File: config.mk
export PLATFORM = sky130hd
export DESIGN_NAME = fragment_test_and_blend
export DESIGN_NICKNAME = d
export VERILOG_FILES = /design/src/design/ftb_pkg.sv /design/src/design/fragment_test_and_blend.sv
export SDC_FILE = /design/constraint.sdc
export NUM_CORES = 2
export LEC_CHECK = 0
export BUFFER_PORTS_ARGS = -buffer_cell sky130_fd_sc_hd__clkbuf_2
export CAP_MARGIN = 20
export CORE_UTILIZATION = 35
export CTS_CLUSTER_DIAMETER = 60
export DETAILED_ROUTE_END_ITERATION = 10
export GPL_ROUTABILITY_DRIVEN = 0
export HOLD_SLACK_MARGIN = 0.1
export SLEW_MARGIN = 25
export SYNTH_ARGS = -nofsm -noshare
export SYNTH_HDL_FRONTEND = slang
export SYNTH_SLANG_ARGS = --single-unit
export TNS_END_PERCENT = 50
File: constraint.sdc
create_clock -name clock -period 8.1 [get_ports clock]
set_input_delay 0.405 -clock clock [delete_from_list [all_inputs] [get_ports clock]]
set_output_delay 0.405 -clock clock [all_outputs]
set_load 0.02 [all_outputs]
File: src/design/ftb_pkg.sv
// ftb_pkg: shared types, codes and helper functions of the fragment test and blend block
// no dependencies; imported by fragment_test_and_blend

package ftb_pkg;

   // depth precision, bounded by the 16-bit depth fields
   localparam int DEPTH_BITS = 16;
   localparam logic [15:0] DEPTH_MASK =
      (DEPTH_BITS >= 16) ? 16'hFFFF : 16'((32'd1 << DEPTH_BITS) - 32'd1);

   // enable_flags bit positions
   localparam int EN_DEPTH_TEST  = 0;
   localparam int EN_DEPTH_WRITE = 1;
   localparam int EN_ALPHA_TEST  = 2;
   localparam int EN_BLEND       = 3;
   localparam int EN_MODULATE    = 4;

   localparam logic [4:0] ENABLE_RESET = 5'd2;
   localparam logic [7:0] UNORM_MAX    = 8'd255;
   localparam logic [16:0] SUM_MAX     = 17'd65025;
   localparam logic [16:0] ROUND_HALF  = 17'd127;

   typedef enum logic [2:0] {
      CSR_ENABLE       = 3'd0,
      CSR_DEPTH_CMP    = 3'd1,
      CSR_ALPHA_CMP    = 3'd2,
      CSR_ALPHA_REF    = 3'd3,
      CSR_BLEND_SRC    = 3'd4,
      CSR_BLEND_DST    = 3'd5,
      CSR_SPARE6       = 3'd6,
      CSR_SPARE7       = 3'd7
   } csr_index_type;

   typedef enum logic [2:0] {
      CMP_NEVER    = 3'd0,
      CMP_LESS     = 3'd1,
      CMP_EQUAL    = 3'd2,
      CMP_LEQUAL   = 3'd3,
      CMP_GREATER  = 3'd4,
      CMP_NOTEQUAL = 3'd5,
      CMP_GEQUAL   = 3'd6,
      CMP_ALWAYS   = 3'd7
   } compare_type;

   typedef enum logic [3:0] {
      BF_ZERO          = 4'd0,
      BF_ONE           = 4'd1,
      BF_SRC_COLOR     = 4'd2,
      BF_INV_SRC_COLOR = 4'd3,
      BF_SRC_ALPHA     = 4'd4,
      BF_INV_SRC_ALPHA = 4'd5,
      BF_DST_ALPHA     = 4'd6,
      BF_INV_DST_ALPHA = 4'd7,
      BF_DST_COLOR     = 4'd8,
      BF_INV_DST_COLOR = 4'd9
   } blend_factor_type;

   typedef struct packed {
      logic [7:0]  src_red;
      logic [7:0]  src_green;
      logic [7:0]  src_blue;
      logic [7:0]  src_alpha;
      logic [7:0]  texel_red;
      logic [7:0]  texel_green;
      logic [7:0]  texel_blue;
      logic [7:0]  texel_alpha;
      logic [15:0] frag_depth;
      logic [15:0] stored_depth;
      logic [15:0] dst_pixel;
   } req_item_type;

   typedef struct packed {
      logic [15:0] pixel_out;
      logic        color_write;
      logic [15:0] depth_out;
      logic        depth_write;
   } rsp_item_type;

   function automatic logic compare_pass(input logic [2:0] fn, input logic [15:0] v,
                                         input logic [15:0] r);
      logic res;
      case (compare_type'(fn))
         CMP_NEVER:    res = 1'b0;
         CMP_LESS:     res = (v < r);
         CMP_EQUAL:    res = (v == r);
         CMP_LEQUAL:   res = (v <= r);
         CMP_GREATER:  res = (v > r);
         CMP_NOTEQUAL: res = (v != r);
         CMP_GEQUAL:   res = (v >= r);
         default:      res = 1'b1;
      endcase
      return res;
   endfunction

   // x/255 rounded down for x below 65280, reciprocal form
   function automatic logic [7:0] div255(input logic [15:0] x);
      logic [15:0] t;
      t = x + {8'd0, x[15:8]} + 16'd1;
      return t[15:8];
   endfunction

   // blend weight; destination alpha reads as full
   function automatic logic [7:0] blend_weight(input logic [3:0] kind, input logic [7:0] s_ch,
                                               input logic [7:0] s_a, input logic [7:0] d_ch);
      logic [7:0] w;
      case (blend_factor_type'(kind))
         BF_ZERO:          w = 8'd0;
         BF_SRC_COLOR:     w = s_ch;
         BF_INV_SRC_COLOR: w = UNORM_MAX - s_ch;
         BF_SRC_ALPHA:     w = s_a;
         BF_INV_SRC_ALPHA: w = UNORM_MAX - s_a;
         BF_DST_ALPHA:     w = UNORM_MAX;
         BF_INV_DST_ALPHA: w = 8'd0;
         BF_DST_COLOR:     w = d_ch;
         BF_INV_DST_COLOR: w = UNORM_MAX - d_ch;
         default:          w = UNORM_MAX;
      endcase
      return w;
   endfunction

endpackage

File: src/design/fragment_test_and_blend.sv
// fragment_test_and_blend: four-stage raster back end (modulate, depth/alpha test, blend, pack)
// depends on ftb_pkg for item types, register codes and helper functions
//
//  channel   ports                               handshake
//  request   start, busy, req_item               taken when start && !busy
//  response  rsp_valid, rsp_item                 one-cycle strobe, no back-pressure
//  config    csr_valid, csr_ready, csr_index,    written when csr_valid && csr_ready
//            csr_data
//
// one item per cycle; each item passes through the stage 1 to stage 4 registers before its result appears.
// stage 1 holds the texel products, stage 2 the modulated color and depth test,
// stage 3 the blend products and alpha test, stage 4 the packed result register.
// busy stays low: the response side never stalls, so the pipe always advances.
// synchronous reset clears the valid bits and sets the configuration registers to their reset values.

module fragment_test_and_blend (
   input  logic                  clock,
   input  logic                  reset,
   input  logic                  start,
   output logic                  busy,
   input  ftb_pkg::req_item_type req_item,
   output logic                  rsp_valid,
   output ftb_pkg::rsp_item_type rsp_item,
   input  logic                  csr_valid,
   output logic                  csr_ready,
   input  logic [2:0]            csr_index,
   input  logic [7:0]            csr_data
);
   import ftb_pkg::*;

   // configuration registers
   logic [4:0] enable_ff;
   logic [2:0] depth_cmp_ff;
   logic [2:0] alpha_cmp_ff;
   logic [7:0] alpha_ref_ff;
   logic [3:0] blend_src_ff;
   logic [3:0] blend_dst_ff;

   assign csr_ready = 1'b1;
   assign busy      = 1'b0;

   always_ff @(posedge clock) begin
      if (reset) begin
         enable_ff    <= ENABLE_RESET;
         depth_cmp_ff <= CMP_LESS;
         alpha_cmp_ff <= CMP_ALWAYS;
         alpha_ref_ff <= 8'd0;
         blend_src_ff <= BF_ONE;
         blend_dst_ff <= BF_ZERO;
      end else if (csr_valid && csr_ready) begin
         case (csr_index_type'(csr_index))
            CSR_ENABLE:    enable_ff    <= csr_data[4:0];
            CSR_DEPTH_CMP: depth_cmp_ff <= csr_data[2:0];
            CSR_ALPHA_CMP: alpha_cmp_ff <= csr_data[2:0];
            CSR_ALPHA_REF: alpha_ref_ff <= csr_data;
            CSR_BLEND_SRC: blend_src_ff <= csr_data[3:0];
            CSR_BLEND_DST: blend_dst_ff <= csr_data[3:0];
            default: ;
         endcase
      end
   end

   // ---------------- stage 1: texel products ----------------
   logic        v1_ff;
   logic [7:0]  src1_ff [4];
   logic [15:0] prod1_ff [4];
   logic [15:0] zf1_ff, zs1_ff, dst1_ff;

   logic [7:0] src_in [4];
   logic [7:0] tex_in [4];

   assign src_in[0] = req_item.src_red;
   assign src_in[1] = req_item.src_green;
   assign src_in[2] = req_item.src_blue;
   assign src_in[3] = req_item.src_alpha;
   assign tex_in[0] = req_item.texel_red;
   assign tex_in[1] = req_item.texel_green;
   assign tex_in[2] = req_item.texel_blue;
   assign tex_in[3] = req_item.texel_alpha;

   always_ff @(posedge clock) begin
      if (reset) v1_ff <= 1'b0;
      else       v1_ff <= start && !busy;
   end

   always_ff @(posedge clock) begin
      for (int c = 0; c < 4; c++) begin
         src1_ff[c]  <= src_in[c];
         prod1_ff[c] <= {8'd0, src_in[c]} * {8'd0, tex_in[c]};
      end
      zf1_ff  <= req_item.frag_depth & DEPTH_MASK;
      zs1_ff  <= req_item.stored_depth & DEPTH_MASK;
      dst1_ff <= req_item.dst_pixel;
   end

   // ---------------- stage 2: modulated color, depth test ----------------
   logic        v2_ff;
   logic [7:0]  s2_ff [4];
   logic [7:0]  d2_ff [3];
   logic        zpass2_ff;
   logic [15:0] zf2_ff, dst2_ff;

   always_ff @(posedge clock) begin
      if (reset) v2_ff <= 1'b0;
      else       v2_ff <= v1_ff;
   end

   always_ff @(posedge clock) begin
      for (int c = 0; c < 4; c++) begin
         s2_ff[c] <= enable_ff[EN_MODULATE] ? div255(prod1_ff[c] + ROUND_HALF[15:0])
                                            : src1_ff[c];
      end
      // destination expands by shifting, no bit replication
      d2_ff[0]  <= {dst1_ff[15:11], 3'd0};
      d2_ff[1]  <= {dst1_ff[10:5], 2'd0};
      d2_ff[2]  <= {dst1_ff[4:0], 3'd0};
      zpass2_ff <= !enable_ff[EN_DEPTH_TEST] || compare_pass(depth_cmp_ff, zf1_ff, zs1_ff);
      zf2_ff    <= zf1_ff;
      dst2_ff   <= dst1_ff;
   end

   // ---------------- stage 3: alpha test, blend products ----------------
   logic        v3_ff;
   logic [7:0]  s3_ff [3];
   logic [15:0] ps3_ff [3];
   logic [15:0] pd3_ff [3];
   logic        pass3_ff;
   logic [15:0] zf3_ff, dst3_ff;

   logic [7:0] ws [3];
   logic [7:0] wd [3];

   always_comb begin
      for (int c = 0; c < 3; c++) begin
         ws[c] = blend_weight(blend_src_ff, s2_ff[c], s2_ff[3], d2_ff[c]);
         wd[c] = blend_weight(blend_dst_ff, s2_ff[c], s2_ff[3], d2_ff[c]);
      end
   end

   always_ff @(posedge clock) begin
      if (reset) v3_ff <= 1'b0;
      else       v3_ff <= v2_ff;
   end

   always_ff @(posedge clock) begin
      for (int c = 0; c < 3; c++) begin
         s3_ff[c]  <= s2_ff[c];
         ps3_ff[c] <= {8'd0, s2_ff[c]} * {8'd0, ws[c]};
         pd3_ff[c] <= {8'd0, d2_ff[c]} * {8'd0, wd[c]};
      end
      pass3_ff <= zpass2_ff && (!enable_ff[EN_ALPHA_TEST] ||
                  compare_pass(alpha_cmp_ff, {8'd0, s2_ff[3]}, {8'd0, alpha_ref_ff}));
      zf3_ff   <= zf2_ff;
      dst3_ff  <= dst2_ff;
   end

   // ---------------- stage 4: saturate, divide, pack ----------------
   logic         v4_ff;
   rsp_item_type rsp4_ff;
   logic [7:0]   o [3];
   logic [16:0]  sum [3];
   logic [16:0]  sat [3];
   logic [16:0]  rnd [3];
   rsp_item_type rsp_in;

   always_comb begin
      for (int c = 0; c < 3; c++) begin
         sum[c] = {1'b0, ps3_ff[c]} + {1'b0, pd3_ff[c]};
         sat[c] = (sum[c] > SUM_MAX) ? SUM_MAX : sum[c];
         rnd[c] = sat[c] + ROUND_HALF;
         o[c]   = enable_ff[EN_BLEND] ? div255(rnd[c][15:0]) : s3_ff[c];
      end
      rsp_in.pixel_out   = pass3_ff ? {o[0][7:3], o[1][7:2], o[2][7:3]} : dst3_ff;
      rsp_in.color_write = pass3_ff;
      rsp_in.depth_out   = zf3_ff;
      rsp_in.depth_write = pass3_ff && enable_ff[EN_DEPTH_TEST] && enable_ff[EN_DEPTH_WRITE];
   end

   always_ff @(posedge clock) begin
      if (reset) v4_ff <= 1'b0;
      else       v4_ff <= v3_ff;
   end

   always_ff @(posedge clock) begin
      rsp4_ff <= rsp_in;
   end

   assign rsp_valid = v4_ff;
   assign rsp_item  = rsp4_ff;

endmodule
**Yosys cells after proc, flatten, opt, wreduce, memory -nomap -nowiden**

Memory sizes are Yosys's and may differ from the RTL's.
Index checks and enable logic that the tools add are counted.

- Multipliers: 10
- Eq/ne operators: 35
- Order comparisons: 11
- Bitwise logic cells: 0
- Add/sub/neg operators: 31
- Reduce and logical (&&, ||, !) cells: 20
- Div/mod/pow operators: 0
- Mux-type cells: 19
- Shifts and indexed selects: 0

Operators by type and width:

| kind | number |
|---|---|
| one-hot mux 8 bit (7 select lines) | 6 |
| multiplier 8 x 8 -> 16 bit | 10 |
| adder 16 x 1 -> 16 bit (second input constant) | 7 |
| adder 16 x 7 -> 16 bit (second input constant) | 7 |
| adder 16 x 8 -> 16 bit | 7 |
| two-way mux 16 bit | 4 |
| two-way mux 8 bit | 7 |
| subtractor 8 bit (first input constant) | 7 |
| adder 16 x 16 -> 17 bit | 3 |
| greater-than comparator 17 x 16 -> 1 bit (second input constant) | 3 |
| == test 3 bit (second input constant) | 8 |
| == test 4 x 3 -> 1 bit (second input constant) | 6 |
| == test 3 x 2 -> 1 bit (second input constant) | 6 |
| == test 16 bit | 1 |
| == test 4 x 2 -> 1 bit (second input constant) | 4 |
| == test 4 bit (second input constant) | 4 |
| greater-or-equal comparator 16 bit | 1 |
| greater-than comparator 16 bit | 1 |
| less-or-equal comparator 16 bit | 1 |
| < comparator 16 bit | 1 |
| != test 16 bit | 1 |
| one-hot mux 1 bit (7 select lines) | 2 |
| AND reduction 2 bit | 6 |
| == test 3 x 1 -> 1 bit (second input constant) | 3 |
| other kinds (12) | 20 |

- Bits in registers: 179
- Output and inout port bits: 37
- Bits in writable memories: 266
- Bits in read-only memories: 0
- Bits of input ports: 127
- Bits in latches: 0
- Memories kept: 7

Memories:

| memory | depth | bits a word | read ports | clocked after Yosys merged registers in | wr ports | RTL line | text |
|---|---|---|---|---|---|---|---|
| prod1_ff | 4 | 16 | 4 | 0 | 4 | fragment_test_and_blend.sv:66 | `logic [15:0] prod1_ff [4];` |
| pd3_ff | 3 | 16 | 3 | 0 | 3 | fragment_test_and_blend.sv:126 | `logic [15:0] pd3_ff [3];` |
| ps3_ff | 3 | 16 | 3 | 0 | 3 | fragment_test_and_blend.sv:125 | `logic [15:0] ps3_ff [3];` |
| s2_ff | 4 | 8 | 4 | 0 | 4 | fragment_test_and_blend.sv:98 | `logic [7:0] s2_ff [4];` |
| src1_ff | 4 | 8 | 4 | 0 | 4 | fragment_test_and_blend.sv:65 | `logic [7:0] src1_ff [4];` |
| s3_ff | 3 | 8 | 3 | 0 | 3 | fragment_test_and_blend.sv:124 | `logic [7:0] s3_ff [3];` |
| 1 more memories | -- | -- | -- | -- | -- | -- |  |

**Longest topological paths before layout**

An unclocked memory read counts as a cell.

- Word-level depth: 9
- Depth in mapped cells: 30
- Mapped depth without buffers: 29

**Least setup slack after synthesis**

Ideal clock, no wire load.

- Kind: register to register
- Start: reg blend_src_ff[3]
- End: mem ps3_ff[1][15], in the netlist ps3_ff[0][31]
- Path slack: 2.329 ns
- Path buffers: 1
- Data arrival time: 5.699 ns
- Library setup time: 0.072 ns
- Clock period less this slack: 5.771 ns
- Stages on the path, launching flop included: 28
- Cell sequence: dfxtp_1 > nor2b_1 > clkbuf_1 > a221o_1 > nand2_1 > a211oi_1 > a311oi_1 > a21oi_1 > nand2_1 > fa_1 > fa_1 > inv_1 > fa_1 > inv_1 > fa_1 > inv_1 > ha_1 > a21boi_0 > o21ai_0 > nand2b_1 > and2_1 > o21ai_0 > nand2b_1 > a21oi_1 > o21bai_1 > a21o_1 > a21oi_1 > xnor2_1

RTL lines:

| element | RTL line | text |
|---|---|---|
| from (decl) | fragment_test_and_blend.sv:36 | `logic [3:0] blend_src_ff;` |
| from (signal assigned) | fragment_test_and_blend.sv:56 | `CSR_BLEND_SRC: blend_src_ff <= csr_data[3:0];` |
| to (decl) | fragment_test_and_blend.sv:125 |  |

==> flow_summary.rst <==
.. list-table::
   :header-rows: 1

   * - Metric
     - Value
   * - Biggest area consumer among synthesized cells
     - sky130_fd_sc_hd__dfxtp_1
   * - CTS tree
     - built
   * - Synthesized netlist net count
     - 5077
   * - Cell types occupying the most area after synthesis
     - sky130_fd_sc_hd__dfxtp_1, sky130_fd_sc_hd__fa_1, sky130_fd_sc_hd__ha_1, sky130_fd_sc_hd__inv_1, sky130_fd_sc_hd__and2_1
   * - RSZ-0062 raised after global routing
     - no
   * - Fraction of final layout cells with drive strength greater than 1
     - 0.07720
   * - Arrival time of data at the critical path endpoint
     - 7.21 ns
   * - Clk buf depth
     - 3
   * - Type of the worst setup path
     - flip-flop to flip-flop
   * - Fin. Hold Viols
     - 0
   * - Yosys top cell area share
     - 0.2237
   * - Clock-pin slew of the registers on the worst-case setup and hold paths
     - 0.06 ns
   * - Outcome
     - finished clean
   * - Yosys cell types
     - 104
   * - Detailed-route DRC error count
     - 0
   * - Number of nets in the layout
     - 5277
   * - Class of the tightest hold or removal check
     - input port to flip-flop
   * - Number of global-route vias before repair
     - 28725
   * - Count of port buffers added during placement
     - 161
   * - Seq/Total Area, Yosys
     - 0.2237
   * - Critical path data required time
     - 8.63 ns
   * - Avg Synthesized Cell Area
     - 8.835 sq um
   * - Most instantiated flip-flop cell in the synthesis netlist
     - sky130_fd_sc_hd__dfxtp_1
   * - Final Cycle Share
     - 0.8243
   * - Most frequently used cell type in the post-synthesis netlist
     - sky130_fd_sc_hd__inv_1
   * - Setup TNS
     - 0 ns
   * - Global Route met2 Usage
     - 0.2772
   * - ANT nets after route
     - 0
   * - Die width
     - 326.2 um
   * - Violation count after the first detailed-routing iteration
     - 1751
   * - Sinks on Clock Net
     - 411
   * - Total Routing Usage GR
     - 0.1662
   * - VDD IR max
     - 0.0001994 V
   * - Via-to-Cell Ratio
     - 4.947
   * - Met1 usage
     - 0.2261
   * - Post-synthesis instance total
     - 4163
   * - Hold slack final
     - 0.1430 ns
   * - Maximum achievable frequency
     - 149.8 MHz
   * - Leakage power total
     - 20.17 nW
   * - Measured slew at the worst slew-check pin
     - 1.030 ns
   * - Final worst path period need
     - 6.677 ns
   * - Global-route wire length before repair
     - 145.7 mm
   * - Max-cap violations
     - 0
   * - CP Max Fanout
     - 29
   * - Inserted Clock Buffers
     - 51
   * - Floorplan row count
     - 118
   * - Slew Limit Fails
     - 0
   * - Placed wire-length estimate
     - 69.18 mm
   * - Initial antenna violation count
     - 7
   * - Y dimension of the die
     - 326.2 um
   * - Detailed Route WL
     - 87.90 mm
   * - Number of setup violations in the final report
     - 0
   * - Source-to-sink clock delay at the later pin of the worst-skew pair
     - 0.61 ns
   * - Kind of end point of the critical path
     - flip-flop
   * - DR pass1 iterations
     - 6
   * - Layout-stage area growth over the synthesis result
     - 13.04%
   * - Count of flip-flops with a built-in enable after synthesis
     - 0
   * - Area inside the core boundary
     - 0.1038 sq mm
   * - Die Outline Area
     - 0.1064 sq mm
   * - Share of flip-flops with an asynchronous set or reset
     - 0
   * - Maximum number of pins on one net before global-route repair
     - 55
   * - Clock H-tree levels
     - 2
   * - Power density of the placed cells
     - 312.0 mW/mm^2
   * - Most utilized layer in the global route result
     - met2
   * - Startpoint kind of the worst setup timing path
     - flip-flop
   * - Cell Area, Synth
     - 0.03678 sq mm
   * - Routed vias
     - 28623
   * - Top post-synthesis cells by count
     - sky130_fd_sc_hd__inv_1, sky130_fd_sc_hd__ha_1, sky130_fd_sc_hd__nand2_1
   * - Routing usage on met3
     - 0.02491
   * - Top-Level Pins
     - 164
   * - Routed wire length per instance
     - 15.19 um
   * - Starting density of the core
     - 0.3544
   * - Clock Skew
     - 0.01850 ns
   * - Final global-route overflow total
     - 0
   * - Root buffer cell
     - sky130_fd_sc_hd__clkbuf_16
   * - Post-CTS Setup Bufs
     - 0
   * - Number of warnings reported in the yosys synthesis log
     - 0
   * - Total of flip-flops plus latches after synthesis
     - 411
   * - Slew margin rel.
     - 0.3080
[timing repair]
action                                 in CTS  in global routing
resized for setup                           0                  0
endpoints found under the hold margin      86                  0
setup endpoints to repair                   0                  0
hold buffers                               85                  0
[worst paths after layout]
path	from	cells past startpoint	slack, ns	end
setup / recovery	blend_src_ff[2]$_SDFFE_PP0P_	24	1.42	ps3_ff[0][15]$_DFF_P_
hold / removal	req_item[48]	2	0.14	prod1_ff[3][0]$_DFF_P_
setup reg to reg	blend_src_ff[2]$_SDFFE_PP0P_	24	1.42	ps3_ff[0][15]$_DFF_P_
hold reg to reg	dst1_ff[7]$_DFF_P_	0	0.32	dst2_ff[7]$_DFF_P_
[cells by family after synthesis]
| kind of cell | share of synthesized area |
|---|---|
| compound gates | 0.1298 |
| flops | 0.2237 |
| fa+ha+maj | 0.3320 |
| other cells | 0.0002042 |
| mux | 0.008369 |
| buf+inv | 0.07593 |
| simple gates | 0.1704 |
| xor+xnor | 0.05960 |
[metal layers]
| metal | part of all wire | up-vias | wire length [um] |
|---|---|---|---|
| li1 | - | 14173 | - |
| met1 | 0.47 | 13677 | 41380 |
| met5 | 0.00034 | - | 30 |
| met4 | 0.017 | 6 | 1509 |
| met2 | 0.46 | 649 | 40410 |
| met3 | 0.052 | 118 | 4576 |
[layout make-up]
| type | count | area [sq um] |
|---|---|---|
| Sequential cell | 411 | 8230 |
| Inverter | 603 | 2263 |
| Antenna cell | 2 | 5.005 |
| Timing Repair Buffer | 266 | 1807 |
| Fill cell | 10342 | 62220 |
| Clock buffer | 66 | 1434 |
| Multi-Input combinational cell | 3030 | 25770 |
| Clock inverter | 28 | 337.8 |
| Tap cell | 1380 | 1727 |
[critical path, cell delays in order (launching register included)]
cell and delay (ns):
sky130_fd_sc_hd__dfxtp_1 0.95, sky130_fd_sc_hd__inv_1 0.56, sky130_fd_sc_hd__a211oi_1 0.36, sky130_fd_sc_hd__a311oi_1 0.08
sky130_fd_sc_hd__a21oi_1 0.50, sky130_fd_sc_hd__nand2_1 0.17, sky130_fd_sc_hd__fa_1 0.53, sky130_fd_sc_hd__fa_1 0.51
sky130_fd_sc_hd__inv_1 0.06, sky130_fd_sc_hd__fa_1 0.47, sky130_fd_sc_hd__inv_1 0.05, sky130_fd_sc_hd__fa_1 0.47
sky130_fd_sc_hd__inv_1 0.04, sky130_fd_sc_hd__ha_1 0.30, sky130_fd_sc_hd__a21boi_0 0.15, sky130_fd_sc_hd__o21ai_0 0.17
sky130_fd_sc_hd__nand2_1 0.08, sky130_fd_sc_hd__and2_1 0.17, sky130_fd_sc_hd__o21ai_0 0.14, sky130_fd_sc_hd__nand2_1 0.10
sky130_fd_sc_hd__a21oi_1 0.16, sky130_fd_sc_hd__o21bai_1 0.10, sky130_fd_sc_hd__a21o_1 0.18, sky130_fd_sc_hd__a21oi_1 0.16
sky130_fd_sc_hd__xnor2_1 0.13
[layout by cell type (no fill, tap or decap), drive strengths merged, types with 16 or more instances in the layout]
cell type / synthesis / final
or3: 16 / 16
ha: 472 / 472
a311oi: 26 / 26
nand4: 19 / 19
nand3: 40 / 40
xor2: 95 / 95
buf: 15 / 20
o22ai: 30 / 30
a21boi: 22 / 22
o221ai: 16 / 16
and2: 326 / 326
dfxtp: 411 / 411
o21ai: 132 / 132
clkbuf: 102 / 227
nor2: 219 / 219
nor2b: 37 / 37
o21bai: 27 / 27
a221o: 23 / 23
a21o: 40 / 40
and3: 17 / 17
a211o: 16 / 16
a21oi: 190 / 190
nand2b: 28 / 28
inv: 601 / 610
nand2: 440 / 440
nor3: 52 / 52
dlygate4sd3: 0 / 85
xnor2: 151 / 151
fa: 315 / 315
a211oi: 42 / 42
o21a: 25 / 25
[metrics by stage]
step	util	instances	power [mW]	instance area, sq um	worst slack, ns
floorplan	-	4163	8.961	36780	2.329
global placement	0.3751	5605	10.55	38930	1.365
detailed placement	0.3752	5605	10.64	38940	1.304
CTS	0.4004	5784	13.10	41560	1.268
global route	0.4005	5786	14.38	41570	0.8589
finish	0.4005	5786	12.97	41570	1.423
[power by group]
group | total, mW | leakage [nW] | switching [mW] | internal (mW)
sequential | 2.76 | 3.44 | 0.303 | 2.46
combinational | 7.89 | 15.9 | 4.40 | 3.49
clock | 2.32 | 0.859 | 0.942 | 1.37
total | 13.0 | 20.2 | 5.65 | 7.32
[flip-flops by register name (all words and copies together) (netlist names), 32 cells and up]
name      flops
src1_ff      32
rsp_item     34
s2_ff        32
ps3_ff       48
prod1_ff     64
pd3_ff       40
No activity file was read; power rests on OpenSTA's default activity.
